`src/rtl/bma_pkg.sv`:
```
`default_nettype none

package bma_pkg;

    // Fixed field widths
    localparam int SAMPLE_W       = 8;   // input sample and output average
    localparam int WIN_W          = 7;   // window size register and fill count
    localparam int MAX_WINDOW_DEF = 64;  // default history depth

    // Sequencer states, one-hot
    typedef enum logic [3:0] {
        ST_IDLE   = 4'b0001,
        ST_UPDATE = 4'b0010,
        ST_DIV    = 4'b0100,
        ST_DONE   = 4'b1000
    } bma_state_t;

endpackage

`default_nettype wire

```
`src/rtl/boxcar_moving_average.sv`:
```
`default_nettype none
// A sample is accepted in IDLE, enters the running sum in UPDATE, is divided in DIV by the
//   bit-serial restoring divider, one quotient bit per cycle, and in DONE is written to the
//   output register once that has drained. The next sample is accepted only back in IDLE.
// A sample that does not complete a full window goes from UPDATE back to IDLE and yields nothing.
// Reset (aresetn, synchronous, active low): window = 1, sum, fill count and slot cleared.
//   History RAM is not cleared; only slots written since the last restart are ever used.

module boxcar_moving_average #(
    parameter int MAX_WINDOW = bma_pkg::MAX_WINDOW_DEF
) (
    input  wire logic                         aclk,
    input  wire logic                         aresetn,

    // Configuration write channel: window size
    input  wire logic                         cfg_valid,
    output logic                              cfg_ready,
    input  wire logic [bma_pkg::WIN_W-1:0]    cfg_data,     // [6:0] window_size

    // Sample input stream
    input  wire logic                         s_tvalid,
    output logic                              s_tready,
    input  wire logic [bma_pkg::SAMPLE_W-1:0] s_tdata,      // [7:0] sample (signed)

    // Average output stream
    output logic                              m_tvalid,
    input  wire logic                         m_tready,
    output logic [bma_pkg::SAMPLE_W-1:0]      m_tdata       // [7:0] average (signed)
);

    import bma_pkg::*;

    // Derived widths
    localparam int SLOT_W = (MAX_WINDOW > 1) ? $clog2(MAX_WINDOW) : 1;
    localparam int SUM_W  = SAMPLE_W + SLOT_W;                 // holds -128 * MAX_WINDOW .. 127 * MAX_WINDOW
    localparam int CW     = (SLOT_W + 1 > WIN_W) ? SLOT_W + 1 : WIN_W;  // compare width
    localparam int CNT_W  = $clog2(SUM_W);

    // Sequencer and filter state
    bma_state_t                  state_reg, state_next;
    logic [WIN_W-1:0]            window_reg, window_next;
    logic [WIN_W-1:0]            fill_reg, fill_next;
    logic [SLOT_W-1:0]           slot_reg, slot_next;
    logic signed [SUM_W-1:0]     sum_reg, sum_next;

    // Per-transaction payload
    logic signed [SAMPLE_W-1:0]  sample_reg;
    logic signed [SAMPLE_W-1:0]  old_reg;          // history slot about to be overwritten

    // Divider: remainder, dividend/quotient shifter, bit counter
    logic [WIN_W-1:0]            rem_reg, rem_next;
    logic [SUM_W-1:0]            quo_reg, quo_next;
    logic [CNT_W-1:0]            cnt_reg, cnt_next;
    logic                        neg_reg, neg_next;

    // Output register
    logic                        out_valid_reg, out_valid_next;
    logic [SAMPLE_W-1:0]         out_data_reg, out_data_next;

    // History RAM
    logic signed [SAMPLE_W-1:0]  hist_mem [MAX_WINDOW];

    // Datapath helpers
    logic                        s_accept;
    logic                        cfg_accept;
    logic                        full;
    logic signed [SUM_W-1:0]     sum_upd;
    logic [SUM_W-1:0]            sum_mag;
    logic [WIN_W-1:0]            fill_upd;
    logic [WIN_W:0]              trial;
    logic                        trial_ge;
    logic [WIN_W-1:0]            cfg_win;

    assign cfg_ready  = (state_reg == ST_IDLE);
    assign s_tready   = (state_reg == ST_IDLE) && !cfg_valid;   // config wins a tie
    assign cfg_accept = cfg_valid && cfg_ready;
    assign s_accept   = s_tvalid && s_tready;

    assign m_tvalid = out_valid_reg;
    assign m_tdata  = out_data_reg;

    // Window is full once fill count has reached window size; then the
    // oldest sample leaves the running sum as the new one enters.
    assign full     = (fill_reg == window_reg);
    assign sum_upd  = sum_reg - (full ? SUM_W'(old_reg) : SUM_W'(0)) + SUM_W'(sample_reg);
    assign sum_mag  = sum_upd[SUM_W-1] ? SUM_W'(-sum_upd) : SUM_W'(sum_upd);
    assign fill_upd = full ? fill_reg : fill_reg + WIN_W'(1);

    // Restoring divide step: shift one dividend bit into the remainder
    assign trial    = {rem_reg, quo_reg[SUM_W-1]};
    assign trial_ge = (trial >= {1'b0, window_reg});

    // Clamp the written window to 1..MAX_WINDOW
    always_comb begin
        cfg_win = cfg_data;
        if (cfg_data == '0) begin
            cfg_win = WIN_W'(1);
        end else if (int'(cfg_data) > MAX_WINDOW) begin
            cfg_win = WIN_W'(MAX_WINDOW);
        end
    end

    always_comb begin
        state_next     = state_reg;
        window_next    = window_reg;
        fill_next      = fill_reg;
        slot_next      = slot_reg;
        sum_next       = sum_reg;
        rem_next       = rem_reg;
        quo_next       = quo_reg;
        cnt_next       = cnt_reg;
        neg_next       = neg_reg;
        out_valid_next = out_valid_reg;
        out_data_next  = out_data_reg;

        // Output transaction frees the register
        if (out_valid_reg && m_tready) begin
            out_valid_next = 1'b0;
        end

        unique case (state_reg)
            ST_IDLE: begin
                if (cfg_accept) begin
                    // New window restarts the filter
                    window_next = cfg_win;
                    fill_next   = '0;
                    slot_next   = '0;
                    sum_next    = '0;
                end else if (s_accept) begin
                    state_next = ST_UPDATE;
                end
            end
            ST_UPDATE: begin
                sum_next  = sum_upd;
                fill_next = fill_upd;
                if (CW'(slot_reg) + CW'(1) == CW'(window_reg)) begin
                    slot_next = '0;
                end else begin
                    slot_next = slot_reg + SLOT_W'(1);
                end
                if (fill_upd == window_reg) begin
                    // Divide |sum| by window, fix sign at the end
                    neg_next   = sum_upd[SUM_W-1];
                    rem_next   = '0;
                    quo_next   = sum_mag;
                    cnt_next   = CNT_W'(SUM_W - 1);
                    state_next = ST_DIV;
                end else begin
                    state_next = ST_IDLE;
                end
            end
            ST_DIV: begin
                rem_next = trial_ge ? WIN_W'(trial - {1'b0, window_reg}) : trial[WIN_W-1:0];
                quo_next = {quo_reg[SUM_W-2:0], trial_ge};
                if (cnt_reg == '0) begin
                    state_next = ST_DONE;
                end else begin
                    cnt_next = cnt_reg - CNT_W'(1);
                end
            end
            ST_DONE: begin
                // Wait for the output register to drain
                if (!out_valid_reg || m_tready) begin
                    out_valid_next = 1'b1;
                    out_data_next  = neg_reg ? SAMPLE_W'(-quo_reg[SAMPLE_W-1:0])
                                             : quo_reg[SAMPLE_W-1:0];
                    state_next     = ST_IDLE;
                end
            end
            default: begin
                state_next = ST_IDLE;
            end
        endcase
    end

    // Control registers
    always_ff @(posedge aclk) begin
        if (!aresetn) begin
            state_reg     <= ST_IDLE;
            window_reg    <= WIN_W'(1);
            fill_reg      <= '0;
            slot_reg      <= '0;
            sum_reg       <= '0;
            cnt_reg       <= '0;
            out_valid_reg <= 1'b0;
        end else begin
            state_reg     <= state_next;
            window_reg    <= window_next;
            fill_reg      <= fill_next;
            slot_reg      <= slot_next;
            sum_reg       <= sum_next;
            cnt_reg       <= cnt_next;
            out_valid_reg <= out_valid_next;
        end
    end

    // Payload registers, no reset
    always_ff @(posedge aclk) begin
        if (s_accept) begin
            sample_reg <= signed'(s_tdata);
        end
        rem_reg      <= rem_next;
        quo_reg      <= quo_next;
        neg_reg      <= neg_next;
        out_data_reg <= out_data_next;
    end

    // History RAM: read of the outgoing slot at accept, write of the new sample in UPDATE
    always_ff @(posedge aclk) begin
        if (s_accept) begin
            old_reg <= hist_mem[slot_reg];
        end
        if (state_reg == ST_UPDATE) begin
            hist_mem[slot_reg] <= sample_reg;
        end
    end

    // Fill count saturates at the window size
    a_fill_bound: assert property (@(posedge aclk) disable iff (!aresetn)
        fill_reg <= window_reg)
        else $error("fill count above window size");

    // Write slot always inside the active window
    a_slot_bound: assert property (@(posedge aclk) disable iff (!aresetn)
        CW'(slot_reg) < CW'(window_reg))
        else $error("write slot outside window");

    // Window register stays within 1..MAX_WINDOW
    a_window_range: assert property (@(posedge aclk) disable iff (!aresetn)
        (window_reg != '0) && (int'(window_reg) <= MAX_WINDOW))
        else $error("window size out of range");

    // A divide only runs with a full window
    a_div_full: assert property (@(posedge aclk) disable iff (!aresetn)
        (state_reg == ST_DIV) |-> (fill_reg == window_reg))
        else $error("divide started before window full");

endmodule

`default_nettype wire
```
`config.mk`:
```
export PLATFORM = sky130hd
export DESIGN_NAME = boxcar_moving_average
export DESIGN_NICKNAME = d
export VERILOG_FILES = /design/src/rtl/bma_pkg.sv /design/src/rtl/boxcar_moving_average.sv
export SDC_FILE = /design/constraint.sdc
export NUM_CORES = 1
export LEC_CHECK = 0
export ABC_CLOCK_PERIOD_IN_PS = 5280
export BUFFER_PORTS_ARGS = -buffer_cell sky130_fd_sc_hd__buf_2
export CAP_MARGIN = 25
export CORE_MARGIN = 1.5
export CORE_UTILIZATION = 50
export CTS_BUF_LIST = sky130_fd_sc_hd__clkbuf_8
export CTS_CLUSTER_SIZE = 16
export DETAILED_ROUTE_END_ITERATION = 16
export PLACE_DENSITY = 0.66
export SYNTH_ARGS = -nofsm -noshare
export SYNTH_HDL_FRONTEND = slang
export SYNTH_SLANG_ARGS = --single-unit
```
`constraint.sdc`:
```
create_clock -name aclk -period 5.28 [get_ports aclk]
set_input_delay 0.528 -clock aclk [delete_from_list [all_inputs] [get_ports aclk]]
set_output_delay 0.528 -clock aclk [all_outputs]
set_load 0.01 [all_outputs]
```
==> results.py, run 1 <==
metrics = {
    "critical_path": {
        "path_buf_inv": 1,
        "worst_path_max_delay_cell": "dfxtp_1",
        "cp_cell_sequence": "xor2_2 > nor4_4 > and3_1 > ha_1 > inv_1 > ha_1 > fa_1 > xnor2_1 > nand3_1 > o31ai_1 > o2111ai_1 > nor4b_1 > mux2_2 > o211ai_1",
        "cp_max_fo": 11,
        "cp.depth": 14,
        "critPathMaxStageDelay_ns": 0.55,
        "startpoint_type": "flop",
        "required_ns": 5.82,
        "timing.rr.end": "quo_reg[12]",
        "arrival_ns": 5.07,
        "cp_common_cell": "ha_1",
        "cp-end-kind": "flop",
        "r2r-start": "fill_reg[2]",
        "crit_family": "simple AND/OR/NAND/NOR gates",
        "startpoint": "fill_reg[2]",
        "worstRegToRegCells": 14,
        "crit_end": "quo_reg[12]",
        "r2r_setup_slack_ns": 0.75,
        "path_class": "reg -> reg",
    },
    "yosys": {
        "synth_flop_cell": "edfxtp_1",
        "yosys_warnings": 0,
        "syn-instance-count": 1676,
        "synth_seq_area_share_pct": 71.3,
        "avgSynthCellArea_sq_um": 14.7,
        "synth_edf_count": 558,
        "syn-cell-area_sq_um": 24700,
        "syn-num-nets": 1736,
        "ys_types": 78,
        "ys_seq_elements": 601,
        "synthArstFlopShare_pct": 0,
    },
    "layout": {
        "nets": 1813,
        "area_delta_synth_final_pct": 11.3,
        "fin_area_sq_um": 27500,
        "largest_register_ff_count": 512,
        "antenna_cells": 0,
        "final_util_pct": 56.3,
        "drive_above_1_share_pct": 12.0,
    },
    "die": {
        "die_w_um": 225,
        "io_pins": 31,
        "start_util_pct": 50.6,
        "rows": 81,
        "chipHeight_um": 225,
        "die-area_sq_um": 50800,
        "core-area_sq_um": 48800,
    },
    "route": {
        "drtPass1Iterations": 5,
        "dr_total_vias": 15259,
        "routedWlPerCell_um": 24.7,
        "drtIter0Drc": 1654,
        "ant_nets": 0,
        "wl_um": 61500,
        "viasPerCell": 6.13,
        "drc": 0,
    },
    "clock_network": {
        "cts_sinks": 601,
        "clkSlewWorstSetupHoldPaths_ns": 0.06,
        "insertion_delay_ns": 0.74,
        "ctsResizeCount": 0,
        "htreeDepth": 3,
        "cts-root-buf": "clkbuf_8",
        "ctsHoldBuffers": 8,
        "cts_max_path_buffers": 3,
        "cts_buffers": 96,
        "cts_setup_buffers": 0,
        "cts_tree": "yes",
    },
    "power": {
        "static-leakage-power_nw": 8.95,
        "ir_worst_vdd_mv": 0.242,
        "p_per_area_nw_per_um2": 350,
    },
    "global_routing": {
        "antenna_found_initial": 0,
        "grt_pass1_wl_um": 92400,
        "grt_pass1_vias": 14953,
        "grt_max_degree": 66,
        "overflow": 0,
        "grtUsageTotal_pct": 24.7,
    },
    "timing": {
        "slew_headroom_pct": 31.1,
        "layout_min_cycle_time_ns": 4.53,
        "period_share_pct": 85.8,
        "finalSetupTns_ns": 0,
        "rsz0062_at_grt": "no",
        "setup_viol": 0,
        "hold_viol_final": 0,
        "worst_pin_slew_ns": 1.03,
        "max_freq_mhz": 221,
        "final_max_slew_viol_count": 0,
        "clock_skew_ns": 0.0663,
    },
    "placed_design": {
        "port_buffers": 30,
        "dp_hpwl_um": 36300,
        "placed_area_sq_um": 25700,
        "place.gp.congestion": 0.885,
    },
    "worst_hold_path": {
        "hold_path.class": "in -> reg",
    },
    "run_status": {
        "status": "finished, final reports clean",
    },
    "flow_run": {
        "maxCapViolCount": 0,
    },
}
-- area by class of cell --
class                   instances  area (sq um)
flip-flops and latches        601         17600
clock inverters                70           353
repair buffers                 77           577
multi-input cells             906          6480
inverters                      71           267
well taps                     664           831
clock buffers                 100          1380
fillers                      3915         21300
-- report_power, final --
group	leakage, nW	internal (mW)	total (mW)	switching (mW)
clock	1.03	1.77	3.61	1.84
combinational	2.56	0.293	0.767	0.474
sequential	5.36	5.24	5.26	0.0187
-- cell usage in the layout (no fill, tap or decap), types with 36 or more instances in the layout --
cell / instances
edfxtp_1: 558
a22oi_1: 142
inv_1: 110
clkbuf_8: 100
nor2_1: 94
a31oi_1: 64
nand2_1: 63
a22o_1: 60
a221oi_1: 60
dfxtp_1: 43
nand3_1: 36
-- logic make-up (layout without fill, tap and decap cells) --
group	after synthesis	in the layout	share of synthesized area (%)
xor gates and xnor gates	38	38	1.41
buffers and inverters	169	318	2.69
AOI/OAI and AO/OA	491	491	15.0
adders and majority gates	40	40	2.45
DFF	601	601	71.3
muxes	7	7	0.304
and+or+nand+nor	330	330	6.87
-- how the worst min path moves through the flow --
stage / depth (start not counted) / from / end
2_1_floorplan: 2 / sum_reg[10] / sum_reg[10]
3_3_place_gp: 2 / sum_reg[3] / sum_reg[3]
3_5_place_dp: 2 / sum_reg[3] / sum_reg[3]
4_1_cts: 3 / m_tready / m_tvalid
5_1_grt: 3 / m_tready / m_tvalid
6_report: 3 / m_tready / m_tvalid
-- worst reg2reg max path, delay by kind of cell, from the launching register on --
family | cells | cell delay [ns]
fa+ha+maj | 3 | 0.82
simple gates | 4 | 1.15
mux | 1 | 0.38
xor+xnor | 2 | 0.58
flops | 1 | 0.55
buf+inv | 1 | 0.04
compound gates | 3 | 0.85
-- synthesized netlist by cell type (16+ instances only) --
cell type,number,area [sq um]
edfxtp_1,558,16800
a22oi_1,142,1070
nor2_1,96,360
inv_1,70,263
a31oi_1,64,400
clkbuf_1,64,240
nand2_1,63,236
a221oi_1,60,526
a22o_1,60,526
dfxtp_1,43,861
nand3_1,36,180
a21oi_1,34,170
o21ai_0,34,170
xnor2_1,27,236
ha_1,26,325
buf_1,19,71.3
nor2b_1,17,106
nor4_1,17,106
o211ai_1,16,120
-- stage by stage --
step	instances	hold WS, ns	setup slack (ns)	total power, mW
after floorplan	1676	0.455	0.946	5.92
after global routing	2489	0.172	0.349	9.97
after CTS	2488	0.134	0.759	9.69
after global placement	2310	0.468	0.790	6.10
final	2489	0.178	0.749	9.64
after detailed placement	2310	0.473	0.787	6.11
-- metal layers --
layer / GRT usage, % / share of wire, % / vias to the layer above
li1: - / - / 6844
met1: 33.3 / 41 / 7644
met2: 39.9 / 47 / 636
met3: 4.94 / 8.1 / 135
met4: 8.94 / 3.1 / 0
met5: 0 / 0 / -
No activity file was read; power rests on OpenSTA's default activity.
==> inputs of run 2 (changes only) <==
CORE_UTILIZATION = 40   (was 50)
CTS_BUF_LIST = sky130_fd_sc_hd__clkbuf_16   (was sky130_fd_sc_hd__clkbuf_8)
PLACE_DENSITY = default   (was 0.66)
==> run 2 against run 1 <==
First-iteration DRC count fell by 0.12%. Worst setup slack got worse by 0.23 ns. Sequential share of layout area barely moved. Non-clock buffer count fell by 15. Sequential power barely moved. Highest routed layer unchanged.
==> results.py, run 2 (synthesis results as in run 1) <==
metrics = {
    "critical_path": {
        "cp-end-kind": "flop",
        "cp_common_cell": "ha_1",
        "path_class": "reg -> reg",
        "cp_max_fo": 14,
        "arrival_ns": 5.22,
        "crit_family": "simple AND/OR/NAND/NOR gates",
        "critPathMaxStageDelay_ns": 0.66,
        "required_ns": 5.74,
        "path_buf_inv": 1,
        "worst_path_max_delay_cell": "nor4_4",
        "startpoint_type": "flop",
        "cp_cell_sequence": "xor2_2 > nor4_4 > and3_1 > ha_1 > inv_1 > ha_1 > fa_1 > xnor2_1 > nand3_1 > o31ai_1 > o2111ai_1 > nor4b_1 > mux2_2 > o211ai_1",
    },
    "power": {
        "clock_power_share_pct": 39.0,
        "switching_share_pct": 22.9,
        "p_per_area_nw_per_um2": 358,
        "static-leakage-power_nw": 8.76,
        "power_mw": 9.84,
        "intPower_mw": 7.59,
        "p_seq_share_pct": 53.4,
        "ir_worst_vdd_mv": 0.292,
        "power_frac_comb_pct": 7.6,
        "power_switching_mw": 2.26,
    },
    "clock_network": {
        "cts_setup_buffers": 0,
        "cts-root-buf": "clkbuf_16",
        "cts_max_path_buffers": 3,
        "cts_buffers": 59,
        "clkSlewWorstSetupHoldPaths_ns": 0.06,
        "cts_tree": "yes",
        "htreeDepth": 2,
        "cts_sinks": 601,
        "insertion_delay_ns": 0.64,
    },
    "timing": {
        "finalSetupTns_ns": 0,
        "rsz0062_at_grt": "no",
        "clock_skew_ns": 0.0441,
        "max_freq_mhz": 210,
        "layout_min_cycle_time_ns": 4.76,
        "slew_headroom_pct": 27.8,
        "period_share_pct": 90.2,
        "hold_viol_final": 0,
        "worst_pin_slew_ns": 1.07,
        "final_max_slew_viol_count": 0,
        "setup_viol": 0,
    },
    "layout": {
        "final_cell_mix": "edfxtp_1, a22oi_1, nor2_1, inv_1, a31oi_1",
        "antenna_cells": 0,
        "nets": 1761,
        "area_delta_synth_final_pct": 11.3,
        "largest_register_ff_count": 512,
        "fin_cells": 2526,
        "drive_above_1_share_pct": 9.86,
        "fillers": 5274,
        "layout_commonest_cell": "edfxtp_1",
        "final_util_pct": 45.3,
    },
    "placed_design": {
        "place_inst": 2421,
        "port_buffers": 30,
        "dp_hpwl_um": 36400,
        "place.gp.congestion": 0.839,
    },
    "route": {
        "drtIter0Drc": 1652,
        "drtPass1Iterations": 6,
        "viasPerCell": 5.90,
        "drc": 0,
        "ant_nets": 0,
        "routedWlPerCell_um": 24.6,
        "dr_total_vias": 14891,
        "wl_um": 62100,
    },
    "die": {
        "start_util_pct": 40.7,
        "chipHeight_um": 252,
        "die-area_sq_um": 63300,
        "io_pins": 31,
        "core-area_sq_um": 60700,
        "rows": 90,
        "die_w_um": 252,
    },
    "global_routing": {
        "grtUsageTotal_pct": 19.6,
        "grt_max_degree": 66,
        "overflow": 0,
        "grt_pass1_wl_um": 93600,
        "antenna_found_initial": 0,
        "grt_pass1_vias": 14828,
    },
    "flow_run": {
        "maxCapViolCount": 0,
    },
    "worst_hold_path": {
        "hold_path.class": "in -> reg",
    },
    "run_status": {
        "status": "finished, final reports clean",
    },
}
[run 2: final cells by class]
type	count	area [sq um]	area share, %
sequential	601	17600	64.0
multi-input combinational	906	6480	23.6
clock buffer	59	1480	5.36
tap	782	978	3.56
timing repair buffer	62	440	1.60
inverter	71	267	0.968
clock inverter	45	259	0.941
[run 2: metal layers]
| layer | up-vias | part of all wire (%) | GRT usage (%) | wire (um) |
|---|---|---|---|---|
| li1 | 6733 | - | - | - |
| met1 | 7498 | 43 | 27.0 | 26800 |
| met2 | 538 | 46 | 31.4 | 28900 |
| met3 | 122 | 7.1 | 3.32 | 4440 |
| met4 | 0 | 3.3 | 6.95 | 2050 |
| met5 | - | 0 | 0 | 0 |
[run 2: repair_timing]
item                                   4_1_cts  5_1_grt
setup endpoints to repair                    0        1
endpoints found under the hold margin        0        0
resized for setup                            0        1
hold buffers                                 0        0
[run 2: metrics by stage]
stage,cell area (sq um),hold WS (ns),worst slack (ns)
global placement,25800,0.466,0.616
global route,27500,0.0592,0.0822
detailed placement,25800,0.474,0.394
finish,27500,0.0869,0.519
CTS,27500,0.0519,0.345
floorplan,24700,0.455,0.946
[run 2: final timing paths]
kind | depth (start not counted) | slack, ns | start | to
setup / recovery | 14 | 0.52 | fill_reg[2] | quo_reg[12]
hold / removal | 1 | 0.09 | s_tdata[7] | sample_reg[7]
setup reg to reg | 14 | 0.52 | fill_reg[2] | quo_reg[12]
hold reg to reg | 2 | 0.49 | sum_reg[1] | sum_reg[1]
[run 2: power by group through the flow]
stage	registers (mW)	logic, mW	clock network [mW]
3_3_place_gp	5.36	0.733	0
6_report	5.26	0.752	3.84
5_1_grt	5.26	0.835	4.09
4_1_cts	5.26	0.752	3.90
3_5_place_dp	5.36	0.748	0
2_1_floorplan	5.38	0.542	0
